File: config.mk
export PLATFORM = sky130hd
export DESIGN_NAME = modular_inverse_ext_euclid
export DESIGN_NICKNAME = d
export VERILOG_FILES = /design/src/mie_pkg.sv /design/src/mie_dpath.sv /design/src/mie_ctrl.sv /design/src/modular_inverse_ext_euclid.sv
export SDC_FILE = /design/constraint.sdc
export NUM_CORES = 1
export LEC_CHECK = 0
export ABC_AREA = 1
export BUFFER_PORTS_ARGS = -buffer_cell sky130_fd_sc_hd__buf_2
export CAP_MARGIN = 20
export CORE_UTILIZATION = 30
export CTS_CLUSTER_DIAMETER = 100
export DETAILED_ROUTE_END_ITERATION = 7
export GPL_TIMING_DRIVEN = 0
export SETUP_SLACK_MARGIN = 0.3
export SLEW_MARGIN = 25
export SYNTH_ARGS = -nofsm -noshare
export SYNTH_HDL_FRONTEND = slang
export SYNTH_SLANG_ARGS = --single-unit
File: constraint.sdc
create_clock -name clock -period 11.6 [get_ports clock]
set_input_delay 1.74 -clock clock [delete_from_list [all_inputs] [get_ports clock]]
set_output_delay 1.74 -clock clock [all_outputs]
set_load 0.01 [all_outputs]
File: src/mie_pkg.sv
`timescale 1ns / 1ps

package mie_pkg;

   // Commands from the controller to the datapath.
   typedef struct packed {
      logic load;     // start a new item and begin reducing value by modulus
      logic step;     // one restoring division step
      logic set_r1;   // take the reduction remainder as the second remainder
      logic start;    // begin dividing the first remainder by the second
      logic update;   // shift the remainder and coefficient pairs
      logic lift;     // add the modulus to a negative coefficient
      logic emit;     // move the result into the output register
   } mie_cmd_type;

   // Status from the datapath to the controller.
   typedef struct packed {
      logic cnt_last;
      logic r1_zero;
      logic mod_zero;
   } mie_stat_type;

endpackage

File: src/mie_dpath.sv
`timescale 1ns / 1ps

module mie_dpath
   import mie_pkg::*;
#(
   parameter int W = 32
) (
   input  logic          clock,
   input  mie_cmd_type   cmd,
   input  logic [W-1:0]  modulus,
   input  logic [W-1:0]  value,
   output mie_stat_type  stat,
   output logic [W-1:0]  inverse,
   output logic [W-1:0]  gcd_result
);

   localparam int CW = $clog2(W);

   // Remainder pair, coefficient pair (two's complement, one extra bit).
   logic [W-1:0]  r0_ff, r0_in, r1_ff, r1_in;
   logic [W:0]    s0_ff, s0_in, s1_ff, s1_in;
   // Shared restoring divider and the running product quotient times s1.
   logic [W-1:0]  rem_ff, rem_in, quo_ff, quo_in, dvs_ff, dvs_in;
   logic [W:0]    acc_ff, acc_in;
   logic [CW-1:0] cnt_ff, cnt_in;

   logic [W:0]    rem_sh, rem_diff;
   logic          q_bit;

   always_comb begin
      rem_sh   = {rem_ff, quo_ff[W-1]};
      rem_diff = rem_sh - {1'b0, dvs_ff};
      q_bit    = (rem_sh >= {1'b0, dvs_ff});
   end

   always_comb begin
      r0_in  = r0_ff;
      r1_in  = r1_ff;
      s0_in  = s0_ff;
      s1_in  = s1_ff;
      rem_in = rem_ff;
      quo_in = quo_ff;
      dvs_in = dvs_ff;
      acc_in = acc_ff;
      cnt_in = cnt_ff;
      if (cmd.load) begin
         r0_in  = modulus;
         r1_in  = '0;
         s0_in  = '0;
         s1_in  = {{W{1'b0}}, 1'b1};
         rem_in = '0;
         quo_in = value;
         dvs_in = modulus;
         acc_in = '0;
         cnt_in = '0;
      end
      if (cmd.step) begin
         rem_in = q_bit ? rem_diff[W-1:0] : rem_sh[W-1:0];
         quo_in = {quo_ff[W-2:0], q_bit};
         // Product is built MSB first alongside the quotient bits; it wraps
         // modulo 2^(W+1), which is exact for the coefficient difference.
         acc_in = {acc_ff[W-1:0], 1'b0} + (q_bit ? s1_ff : '0);
         cnt_in = cnt_ff + 1'b1;
      end
      if (cmd.set_r1) begin
         r1_in = rem_ff;
      end
      if (cmd.start) begin
         rem_in = '0;
         quo_in = r0_ff;
         dvs_in = r1_ff;
         acc_in = '0;
         cnt_in = '0;
      end
      if (cmd.update) begin
         r0_in = r1_ff;
         r1_in = rem_ff;
         s0_in = s1_ff;
         s1_in = s0_ff - acc_ff;
      end
      if (cmd.lift && s0_ff[W]) begin
         s0_in = s0_ff + {1'b0, modulus};
      end
   end

   always_ff @(posedge clock) begin
      r0_ff  <= r0_in;
      r1_ff  <= r1_in;
      s0_ff  <= s0_in;
      s1_ff  <= s1_in;
      rem_ff <= rem_in;
      quo_ff <= quo_in;
      dvs_ff <= dvs_in;
      acc_ff <= acc_in;
      cnt_ff <= cnt_in;
   end

   always_comb begin
      stat.cnt_last = (cnt_ff == CW'(W - 1));
      stat.r1_zero  = (r1_ff == '0);
      stat.mod_zero = (modulus == '0);
   end

   assign inverse    = s0_ff[W-1:0];
   assign gcd_result = r0_ff;

endmodule

File: src/mie_ctrl.sv
`timescale 1ns / 1ps

module mie_ctrl
   import mie_pkg::*;
(
   input  logic         clock,
   input  logic         reset,
   input  logic         req_valid,
   output logic         req_ready,
   input  logic         out_free,
   input  mie_stat_type stat,
   output mie_cmd_type  cmd
);

   localparam logic [2:0] ST_IDLE = 3'd0;
   localparam logic [2:0] ST_RED  = 3'd1;
   localparam logic [2:0] ST_SET  = 3'd2;
   localparam logic [2:0] ST_CHK  = 3'd3;
   localparam logic [2:0] ST_DIV  = 3'd4;
   localparam logic [2:0] ST_UPD  = 3'd5;
   localparam logic [2:0] ST_LIFT = 3'd6;
   localparam logic [2:0] ST_FIN  = 3'd7;

   logic [2:0] state_ff, state_in;

   assign req_ready = (state_ff == ST_IDLE);

   always_comb begin
      state_in = state_ff;
      cmd      = '0;
      case (state_ff)
         ST_IDLE: begin
            if (req_valid) begin
               cmd.load = 1'b1;
               // A zero modulus is answered with zeros, which load leaves.
               state_in = stat.mod_zero ? ST_FIN : ST_RED;
            end
         end
         ST_RED: begin
            cmd.step = 1'b1;
            if (stat.cnt_last) begin
               state_in = ST_SET;
            end
         end
         ST_SET: begin
            cmd.set_r1 = 1'b1;
            state_in   = ST_CHK;
         end
         ST_CHK: begin
            if (stat.r1_zero) begin
               state_in = ST_LIFT;
            end else begin
               cmd.start = 1'b1;
               state_in  = ST_DIV;
            end
         end
         ST_DIV: begin
            cmd.step = 1'b1;
            if (stat.cnt_last) begin
               state_in = ST_UPD;
            end
         end
         ST_UPD: begin
            cmd.update = 1'b1;
            state_in   = ST_CHK;
         end
         ST_LIFT: begin
            cmd.lift = 1'b1;
            state_in = ST_FIN;
         end
         ST_FIN: begin
            if (out_free) begin
               cmd.emit = 1'b1;
               state_in = ST_IDLE;
            end
         end
         default: begin
            state_in = ST_IDLE;
         end
      endcase
   end

   always_ff @(posedge clock) begin
      if (reset) begin
         state_ff <= ST_IDLE;
      end else begin
         state_ff <= state_in;
      end
   end

endmodule

File: src/modular_inverse_ext_euclid.sv
`timescale 1ns / 1ps

// Channel   Direction  Ports                          Contents
// req       in         req_tvalid/tready/tdata[31:0]  value
// rsp       out        rsp_tvalid/tready/tdata[63:0]  inverse, gcd_result
// csr       in         csr_we, csr_wdata[31:0]        modulus (reset 2)
//
// An item reduces value by the modulus and then runs k Euclid iterations, where k is up
// to about 46 at W = 32 and W is OPERAND_WIDTH; a zero modulus skips both.
// The single restoring divider, one quotient bit per cycle, is shared by the initial
// reduction and every iteration. Reset is synchronous, active high, sets the modulus to 2
// and empties the result register. A stalled result holds in its register; the next item
// is accepted and parks in its final state until it frees.

module modular_inverse_ext_euclid
   import mie_pkg::*;
#(
   parameter int OPERAND_WIDTH = 32
) (
   input  logic        clock,
   input  logic        reset,
   // Input items: [31:0] value.
   input  logic        req_tvalid,
   output logic        req_tready,
   input  logic [31:0] req_tdata,
   // Result items: [31:0] inverse, [63:32] gcd_result.
   output logic        rsp_tvalid,
   input  logic        rsp_tready,
   output logic [63:0] rsp_tdata,
   // Modulus register write.
   input  logic        csr_we,
   input  logic [31:0] csr_wdata
);

   localparam int W = OPERAND_WIDTH;

   logic [31:0]  modulus_ff;
   logic [W-1:0] mod_w, val_w, inv_w, gcd_w;
   logic [31:0]  inv_ext, gcd_ext;
   logic         rsp_valid_ff;
   logic [63:0]  rsp_data_ff;
   logic         out_free;

   mie_cmd_type  cmd;
   mie_stat_type stat;

   // The user must write the modulus register only between items; the block does not enforce it.
   always_ff @(posedge clock) begin
      if (reset) begin
         modulus_ff <= 32'd2;
      end else if (csr_we) begin
         modulus_ff <= csr_wdata;
      end
   end

   // Operands are taken in their low W bits; results are masked back to W
   // bits and then fitted to the 32-bit fields.
   generate
      if (W <= 32) begin : g_narrow
         assign mod_w   = modulus_ff[W-1:0];
         assign val_w   = req_tdata[W-1:0];
         assign inv_ext = 32'(inv_w);
         assign gcd_ext = 32'(gcd_w);
      end else begin : g_wide
         assign mod_w   = {{(W - 32){1'b0}}, modulus_ff};
         assign val_w   = {{(W - 32){1'b0}}, req_tdata};
         assign inv_ext = inv_w[31:0];
         assign gcd_ext = gcd_w[31:0];
      end
   endgenerate

   mie_ctrl u_ctrl (
      .clock     (clock),
      .reset     (reset),
      .req_valid (req_tvalid),
      .req_ready (req_tready),
      .out_free  (out_free),
      .stat      (stat),
      .cmd       (cmd)
   );

   mie_dpath #(
      .W (W)
   ) u_dpath (
      .clock      (clock),
      .cmd        (cmd),
      .modulus    (mod_w),
      .value      (val_w),
      .stat       (stat),
      .inverse    (inv_w),
      .gcd_result (gcd_w)
   );

   // The output register is free when empty or being taken this cycle.
   assign out_free = !rsp_valid_ff || rsp_tready;

   always_ff @(posedge clock) begin
      if (reset) begin
         rsp_valid_ff <= 1'b0;
      end else if (cmd.emit) begin
         rsp_valid_ff <= 1'b1;
      end else if (rsp_tready) begin
         rsp_valid_ff <= 1'b0;
      end
   end

   always_ff @(posedge clock) begin
      if (cmd.emit) begin
         rsp_data_ff <= {gcd_ext, inv_ext};
      end
   end

   assign rsp_tvalid = rsp_valid_ff;
   assign rsp_tdata  = rsp_data_ff;

   // A result is never written over one that is still waiting.
   a_no_overwrite: assert property (@(posedge clock) disable iff (reset)
      cmd.emit |-> (!rsp_valid_ff || rsp_tready))
      else $error("result register overwritten while occupied");

   // Once an item is taken the block is busy on the next cycle.
   a_busy_after_accept: assert property (@(posedge clock) disable iff (reset)
      (req_tvalid && req_tready) |=> !req_tready)
      else $error("input accepted while an item is in progress");

   // With a nonzero modulus the gcd is nonzero and the lifted coefficient
   // lies below the modulus.
   a_result_range: assert property (@(posedge clock) disable iff (reset)
      (cmd.emit && (mod_w != '0)) |-> ((gcd_w != '0) && (inv_w < mod_w)))
      else $error("result out of range for the modulus");

endmodule
==> impl_metrics.toml, run 1 <==
[outcome]
outcome = "finished, final reports clean"

[worst_setup_path]
cp_slowest_stage_delay_ps = 370
critPathMostFrequentCell = "nand2_1"
r2r_end = "u_dpath.acc_ff[19]"
r2r_slack_ps = 6800
worstPathArrival_ps = 5240
cp-end-kind = "flop"
crit-reg2reg-launch = "u_dpath.dvs_ff[7]"
critPathLaunchType = "flop"
setup.worst_path.class = "flop to flop"
r2r_cells = 25
cp.buffers_inverters = 5
required_ps = 12040
critPathTopFamily = "simple AND/OR/NAND/NOR gates"
path_max_fanout = 10
cp_slowest_cell = "ha_1"

[die]
num_io_pins = 135
start_util_pct = 30.34
core.rowCount = 98
die_x_microns = 270.9
die_area_sq_mm = 0.07337
core_sq_mm = 0.07149
die_y_microns = 270.9

[route]
vias = 19660
finalWirelength_mm = 76.96
drt_iter0_drc = 1490
dr.pass1.iters = 5
post_drt_wl_per_cell_microns = 19.67
drc = 0
viasPerCell = 5.025
postRouteAntennaNets = 0

[power]
power.total_mw = 7.113
internal-power_mw = 3.818
swShare_pct = 46.32
p_seq_share_pct = 31.3
power_density_mw_per_mm2 = 283.2
comb_power_share_pct = 49.1
p_leak_nw = 10.70
peakVddDrop_mv = 0.1336
p_clk_share_pct = 19.6
power_switching_mw = 3.295

[cts]
insertion_delay_ps = 590
post_cts_resize_count = 0
cts_sinks = 364
cts_max_level = 2
clk_pin_slew_worst_paths_ps = 60
cts_hold_buf = 0
post-cts-setup-buffers = 0
cts_made_buffers = 41
tritoncts = "built"
cts_buffer_depth = 3
root_buffer = "clkbuf_16"

[timing]
post-route-min-period_ps = 4799
rsz0062_at_grt = "no"
final_max_slew_viol_count = 0
skew_ps = 34.52
fin_ws_ps = 6801
relSlewSlack_pct = 33.17
setup_violations = 0
max_freq_mhz = 208.4
fin_tns_setup_ps = 0
finalHoldViolCount = 0
worst_pin_slew_ps = 1003
fin_crit_sh_pct = 41.37

[global_routing]
grt_pass1_vias = 18780
grt_pass1_wl_mm = 114.0
grt_max_degree = 42
track_usage_pct = 20.57
overflow = 0
antenna_found_initial = 3

[synthesis]
syn_avg_cell_area_sq_um = 7.909
synth_nets = 2944
ys_ff_latch = 364
yosysSeqAreaShare_pct = 45.51
synth_edf_count = 258
netlist_area_sq_mm = 0.02169
ys_warn_count = 0
async_flop_share_pct = 0
synth.distinct_cells = 52
synth_ff_type = "edfxtp_1"
syn_inst = 2742

[layout]
fillers = 7494
final_cell_mix = "nand2_1 (581), inv_1 (363), nor2_1 (313)"
layout-drive-gt1-share_pct = 9.254
multiInputGateArea_sq_mm = 0.01010
final-seq-area_sq_mm = 0.009869
syn_to_final_growth_pct = 15.79
mostFrequentLayoutCell = "nand2_1"
nets = 3132

[place]
gp_congestion = 0.9389
portBuffers = 134
place_ws_ps = 6885
dp_hpwl_mm = 62.21

[hold_path]
hp-class = "flop to flop"
holdPathEnd = "rsp_tdata[62]"
worstHoldPathCells = 0
min-delay-start = "u_dpath.gcd_result[30]"

[job]
maxCapViolCount = 0
state kept, by name, summed over array words and instances (netlist names):
register,cells
u_dpath.r1_ff,32
u_dpath.s1_ff,33
rsp_tvalid,1
u_dpath.gcd_result,32
mod_w,32
u_dpath.s0_ff,33
u_dpath.rem_ff,32
u_ctrl.state_ff,3
u_dpath.acc_ff,33
u_dpath.cnt_ff,5
rsp_tdata,64
u_dpath.quo_ff,32
u_dpath.dvs_ff,32
how the worst max path moves through the flow:
stage	to	cells past startpoint	startpoint
3_5_place_dp	u_dpath.acc_ff[19]	25	u_dpath.dvs_ff[7]
4_1_cts	u_dpath.acc_ff[19]	25	u_dpath.dvs_ff[7]
3_3_place_gp	rsp_tdata[49]	3	rsp_tready
6_report	u_dpath.acc_ff[19]	25	u_dpath.dvs_ff[7]
2_1_floorplan	rsp_tdata[0]	2	rsp_tready
5_1_grt	u_dpath.acc_ff[19]	25	u_dpath.dvs_ff[23]
kinds of logic after synthesis:
kind of cell               synth area share, %
and+or+nand+nor                          20.97
xor gates and xnor gates                0.9692
AOI/OAI and AO/OA                        16.74
adders and majority gates                7.812
buffers and inverters                    8.008
DFF                                      45.51
synth_stat cells, types with 3 or more instances:
cell	number	area (sq um)
inv_1	363	1363
nor2_1	313	1175
buf_4	3	22.52
nand2_1	584	2192
clkbuf_1	39	146.4
or2_2	9	56.30
o21ai_0	280	1401
nor2_2	4	25.02
o21bai_1	23	172.7
o21a_1	12	90.09
nand4_1	23	143.9
nor3_1	27	135.1
o21ai_1	16	80.08
nor4_1	12	75.07
a21oi_2	3	26.28
dfxtp_1	106	2122
ha_1	129	1614
buf_6	3	33.78
a21oi_1	227	1136
o22ai_1	20	125.1
buf_2	18	90.09
xnor2_1	14	122.6
nand2_2	7	43.79
fa_1	4	80.08
a21boi_0	7	52.55
nand3_1	121	605.6
a21o_1	18	135.1
a31oi_1	41	256.5
inv_2	8	30.03
buf_1	7	26.28
edfxtp_1	258	7747
xor2_1	10	87.58
o211ai_1	8	60.06
per-layer routing:
| layer | up-vias | routed length, microns | global-route usage, % |
|---|---|---|---|
| met4 | 0 | 2137 | 6.096 |
| met1 | 9253 | 34270 | 28.16 |
| met5 | - | 0 | 0 |
| met2 | 628 | 35500 | 33.78 |
| li1 | 9666 | - | - |
| met3 | 110 | 5053 | 2.494 |
cell type report:
cell class / instances / area share, %
Clock inverter: 19 / 1.066
Tap cell: 950 / 4.733
Antenna cell: 1 / 0.009965
Inverter: 373 / 5.585
Sequential cell: 364 / 39.30
Multi-Input combinational cell: 1934 / 40.23
Clock buffer: 55 / 4.584
Timing Repair Buffer: 145 / 3.144
Buffer: 71 / 1.340
metrics by stage:
step	cell area (sq um)	utilization (%)	std cells	hold slack, ps
final	25110	35.13	3912	451.6
after global routing	25110	35.12	3911	464.6
after CTS	25110	35.12	3911	452.9
after detailed placement	23690	33.14	3837	439.2
after global placement	23550	32.94	3826	434.4
after floorplan	21690	-	2742	425.3
power by group through the flow:
| stage | sequential (mW) | combinational (mW) | clock [mW] |
|---|---|---|---|
| floorplan | 2.12 | 2.36 | 0 |
| global placement | 2.26 | 3.42 | 0 |
| CTS | 2.22 | 3.46 | 1.41 |
| detailed placement | 2.25 | 3.44 | 0 |
| finish | 2.23 | 3.49 | 1.39 |
| global route | 2.27 | 3.88 | 1.46 |
(Power assumes the default switching activity.)
==> inputs of run 2 (changes only) <==
==> constraint.sdc (replaced) <==
create_clock -name clock -period 4 [get_ports clock]
set_input_delay 0.6 -clock clock [delete_from_list [all_inputs] [get_ports clock]]
set_output_delay 0.6 -clock clock [all_outputs]
set_load 0.01 [all_outputs]
==> run 2 against run 1 <==
Flip-flop and latch count unchanged. Global-route usage decreased by 0.25 points. Clock-buffer cell count down 2. Combinational power grew to 3.3 times the previous value. Maximum frequency grew 31%. Sequential share of layout area down 2.2 points. Register-to-register slack lost 6500 ps. Cell count increased by 1.1%. Critical path depth fell by 2. Critical path type unchanged. Largest cell class unchanged. Largest power group unchanged.
==> impl_metrics.toml, run 2 (same netlist as run 1, synthesis figures left out) <==
[layout]
syn_to_final_growth_pct = 22.58
fillers = 7327
final-seq-area_sq_mm = 0.009871
final_util_pct = 37.19
final_cell_count_no_fill = 3955
multiInputGateArea_sq_mm = 0.01114
layout-drive-gt1-share_pct = 16.54
final_cell_mix = "nand2_1 (525), inv_1 (342), nor2_1 (291)"
final_cell_area_sq_mm = 0.02658
mostFrequentLayoutCell = "nand2_1"
nets = 3172
largest_reg_flops = 64

[timing]
skew_ps = 24.83
fin_tns_setup_ps = 0
final_max_slew_viol_count = 0
worst_pin_slew_ps = 1063
relSlewSlack_pct = 29.15
fin_crit_sh_pct = 91.33
fin_ws_ps = 346.9
post-route-min-period_ps = 3653
holdWs_ps = 255.9
max_freq_mhz = 273.7
rsz0062_at_grt = "yes"
setup_violations = 0
finalHoldViolCount = 0

[global_routing]
track_usage_pct = 20.33
overflow = 0
grt_pass1_vias = 19100
grt_max_degree = 42
antenna_found_initial = 1
grt_pass1_wl_mm = 113.4

[hold_path]
min-delay-start = "csr_wdata[31]"
hp-class = "input port to flop"

[die]
die_area_sq_mm = 0.07337
core_sq_mm = 0.07149
num_io_pins = 135
start_util_pct = 30.34
die_y_microns = 270.9
die_x_microns = 270.9
core.rowCount = 98

[route]
postRouteAntennaNets = 0
finalWirelength_mm = 77.08
highest_layer = "met4"
dr_wl_met2_mm = 35.69
wl_met1_mm = 33.91
wl_met3_mm = 5.468
drc = 0
viasPerCell = 5.085
dr.pass1.iters = 6
drt_iter0_drc = 1914
vias = 20110
post_drt_wl_per_cell_microns = 19.49

[worst_setup_path]
worstPathArrival_ps = 4120
cp_slowest_cell = "edfxtp_1"
required_ps = 4470
crit_path_cell_trace = "inv_2 -> ha_4 -> nand2_1 -> nand2_2 -> a21oi_4 -> nand2_1 -> nand2_1 -> nand2_2 -> a21oi_4 -> nand2_8 -> inv_12 -> buf_4 -> nor2_1 -> ha_2 -> nand2_1 -> nor2_1 -> inv_1 -> nor3_1 -> a21oi_2 -> o21ai_0 -> nand2_1 -> nand3_1 -> nand2_1"
critPathTopFamily = "simple AND/OR/NAND/NOR gates"
crit-reg2reg-launch = "u_dpath.dvs_ff[22]"
critPathLaunchType = "flop"
crit_start = "u_dpath.dvs_ff[22]"
cp-end-kind = "flop"
cp_slowest_stage_delay_ps = 380
setup.worst_path.class = "flop to flop"
path_max_fanout = 10
cp.buffers_inverters = 4
critPathMostFrequentCell = "nand2_1"

[cts]
cts_hold_buf = 0
cts_buffer_depth = 3
cts_sinks = 364
tritoncts = "built"
clk_pin_slew_worst_paths_ps = 60
insertion_delay_ps = 600
root_buffer = "clkbuf_16"
cts_made_buffers = 42
cts_max_level = 2

[power]
power_density_mw_per_mm2 = 839.3
p_leak_nw = 11.03
power.total_mw = 22.31
peakVddDrop_mv = 0.3646

[place]
place_ws_ps = -626.7
postPlaceCellArea_sq_mm = 0.02369
portBuffers = 134
dp_hpwl_mm = 60.03
gp_congestion = 0.9571
dp_cells = 3833

[outcome]
outcome = "finished, final reports clean"

[job]
maxCapViolCount = 0
[run 2: cell types whose count changed in the layout (fill, tap and decap cells not counted), sizes merged]
cell,before,now
bufinv,6,7
clkbuf,94,92
inv,373,375
buf,177,216
clkinvlp,1,4
[run 2: metal layers]
| metal | track usage [%] | up-vias |
|---|---|---|
| li1 | - | 9749 |
| met5 | 0 | - |
| met3 | 3.231 | 120 |
| met1 | 27.32 | 9546 |
| met4 | 5.352 | 0 |
| met2 | 33.72 | 697 |
[run 2: area by class of cell]
| type | count | area share (%) |
|---|---|---|
| multi-input combinational | 1934 | 41.92 |
| sequential | 364 | 37.13 |
| inverter | 373 | 5.314 |
| tap | 950 | 4.471 |
| clock buffer | 53 | 4.260 |
| timing repair buffer | 184 | 4.217 |
| clock inverter | 25 | 1.337 |
| buffer | 71 | 1.337 |
| antenna | 1 | 0.009414 |
[run 2: final timing paths]
check	endpoint	slack [ps]	depth (start not counted)
setup / recovery	u_dpath.acc_ff[26]	350	23
setup reg to reg	u_dpath.acc_ff[26]	350	23
hold / removal	mod_w[31]	260	3
hold reg to reg	rsp_tdata[35]	450	0
[run 2: power by group]
part	internal (mW)	switching (mW)	leakage [nW]
clock	2.49	1.70	0.719
sequential	5.66	0.887	3.35
combinational	3.88	7.69	6.97
total	12.0	10.3	11.0
[run 2: repair_timing]
item / in CTS / in global routing
resized for setup: 112 / 140
setup buffers: 22 / 21
endpoints found under the setup margin: 28 / 24
pin swaps: 34 / 56
[run 2: tightest hold or removal path, cell delays in order]
cell and delay (ps):
buf_2 80, nor2_1 50, nor2_1 90
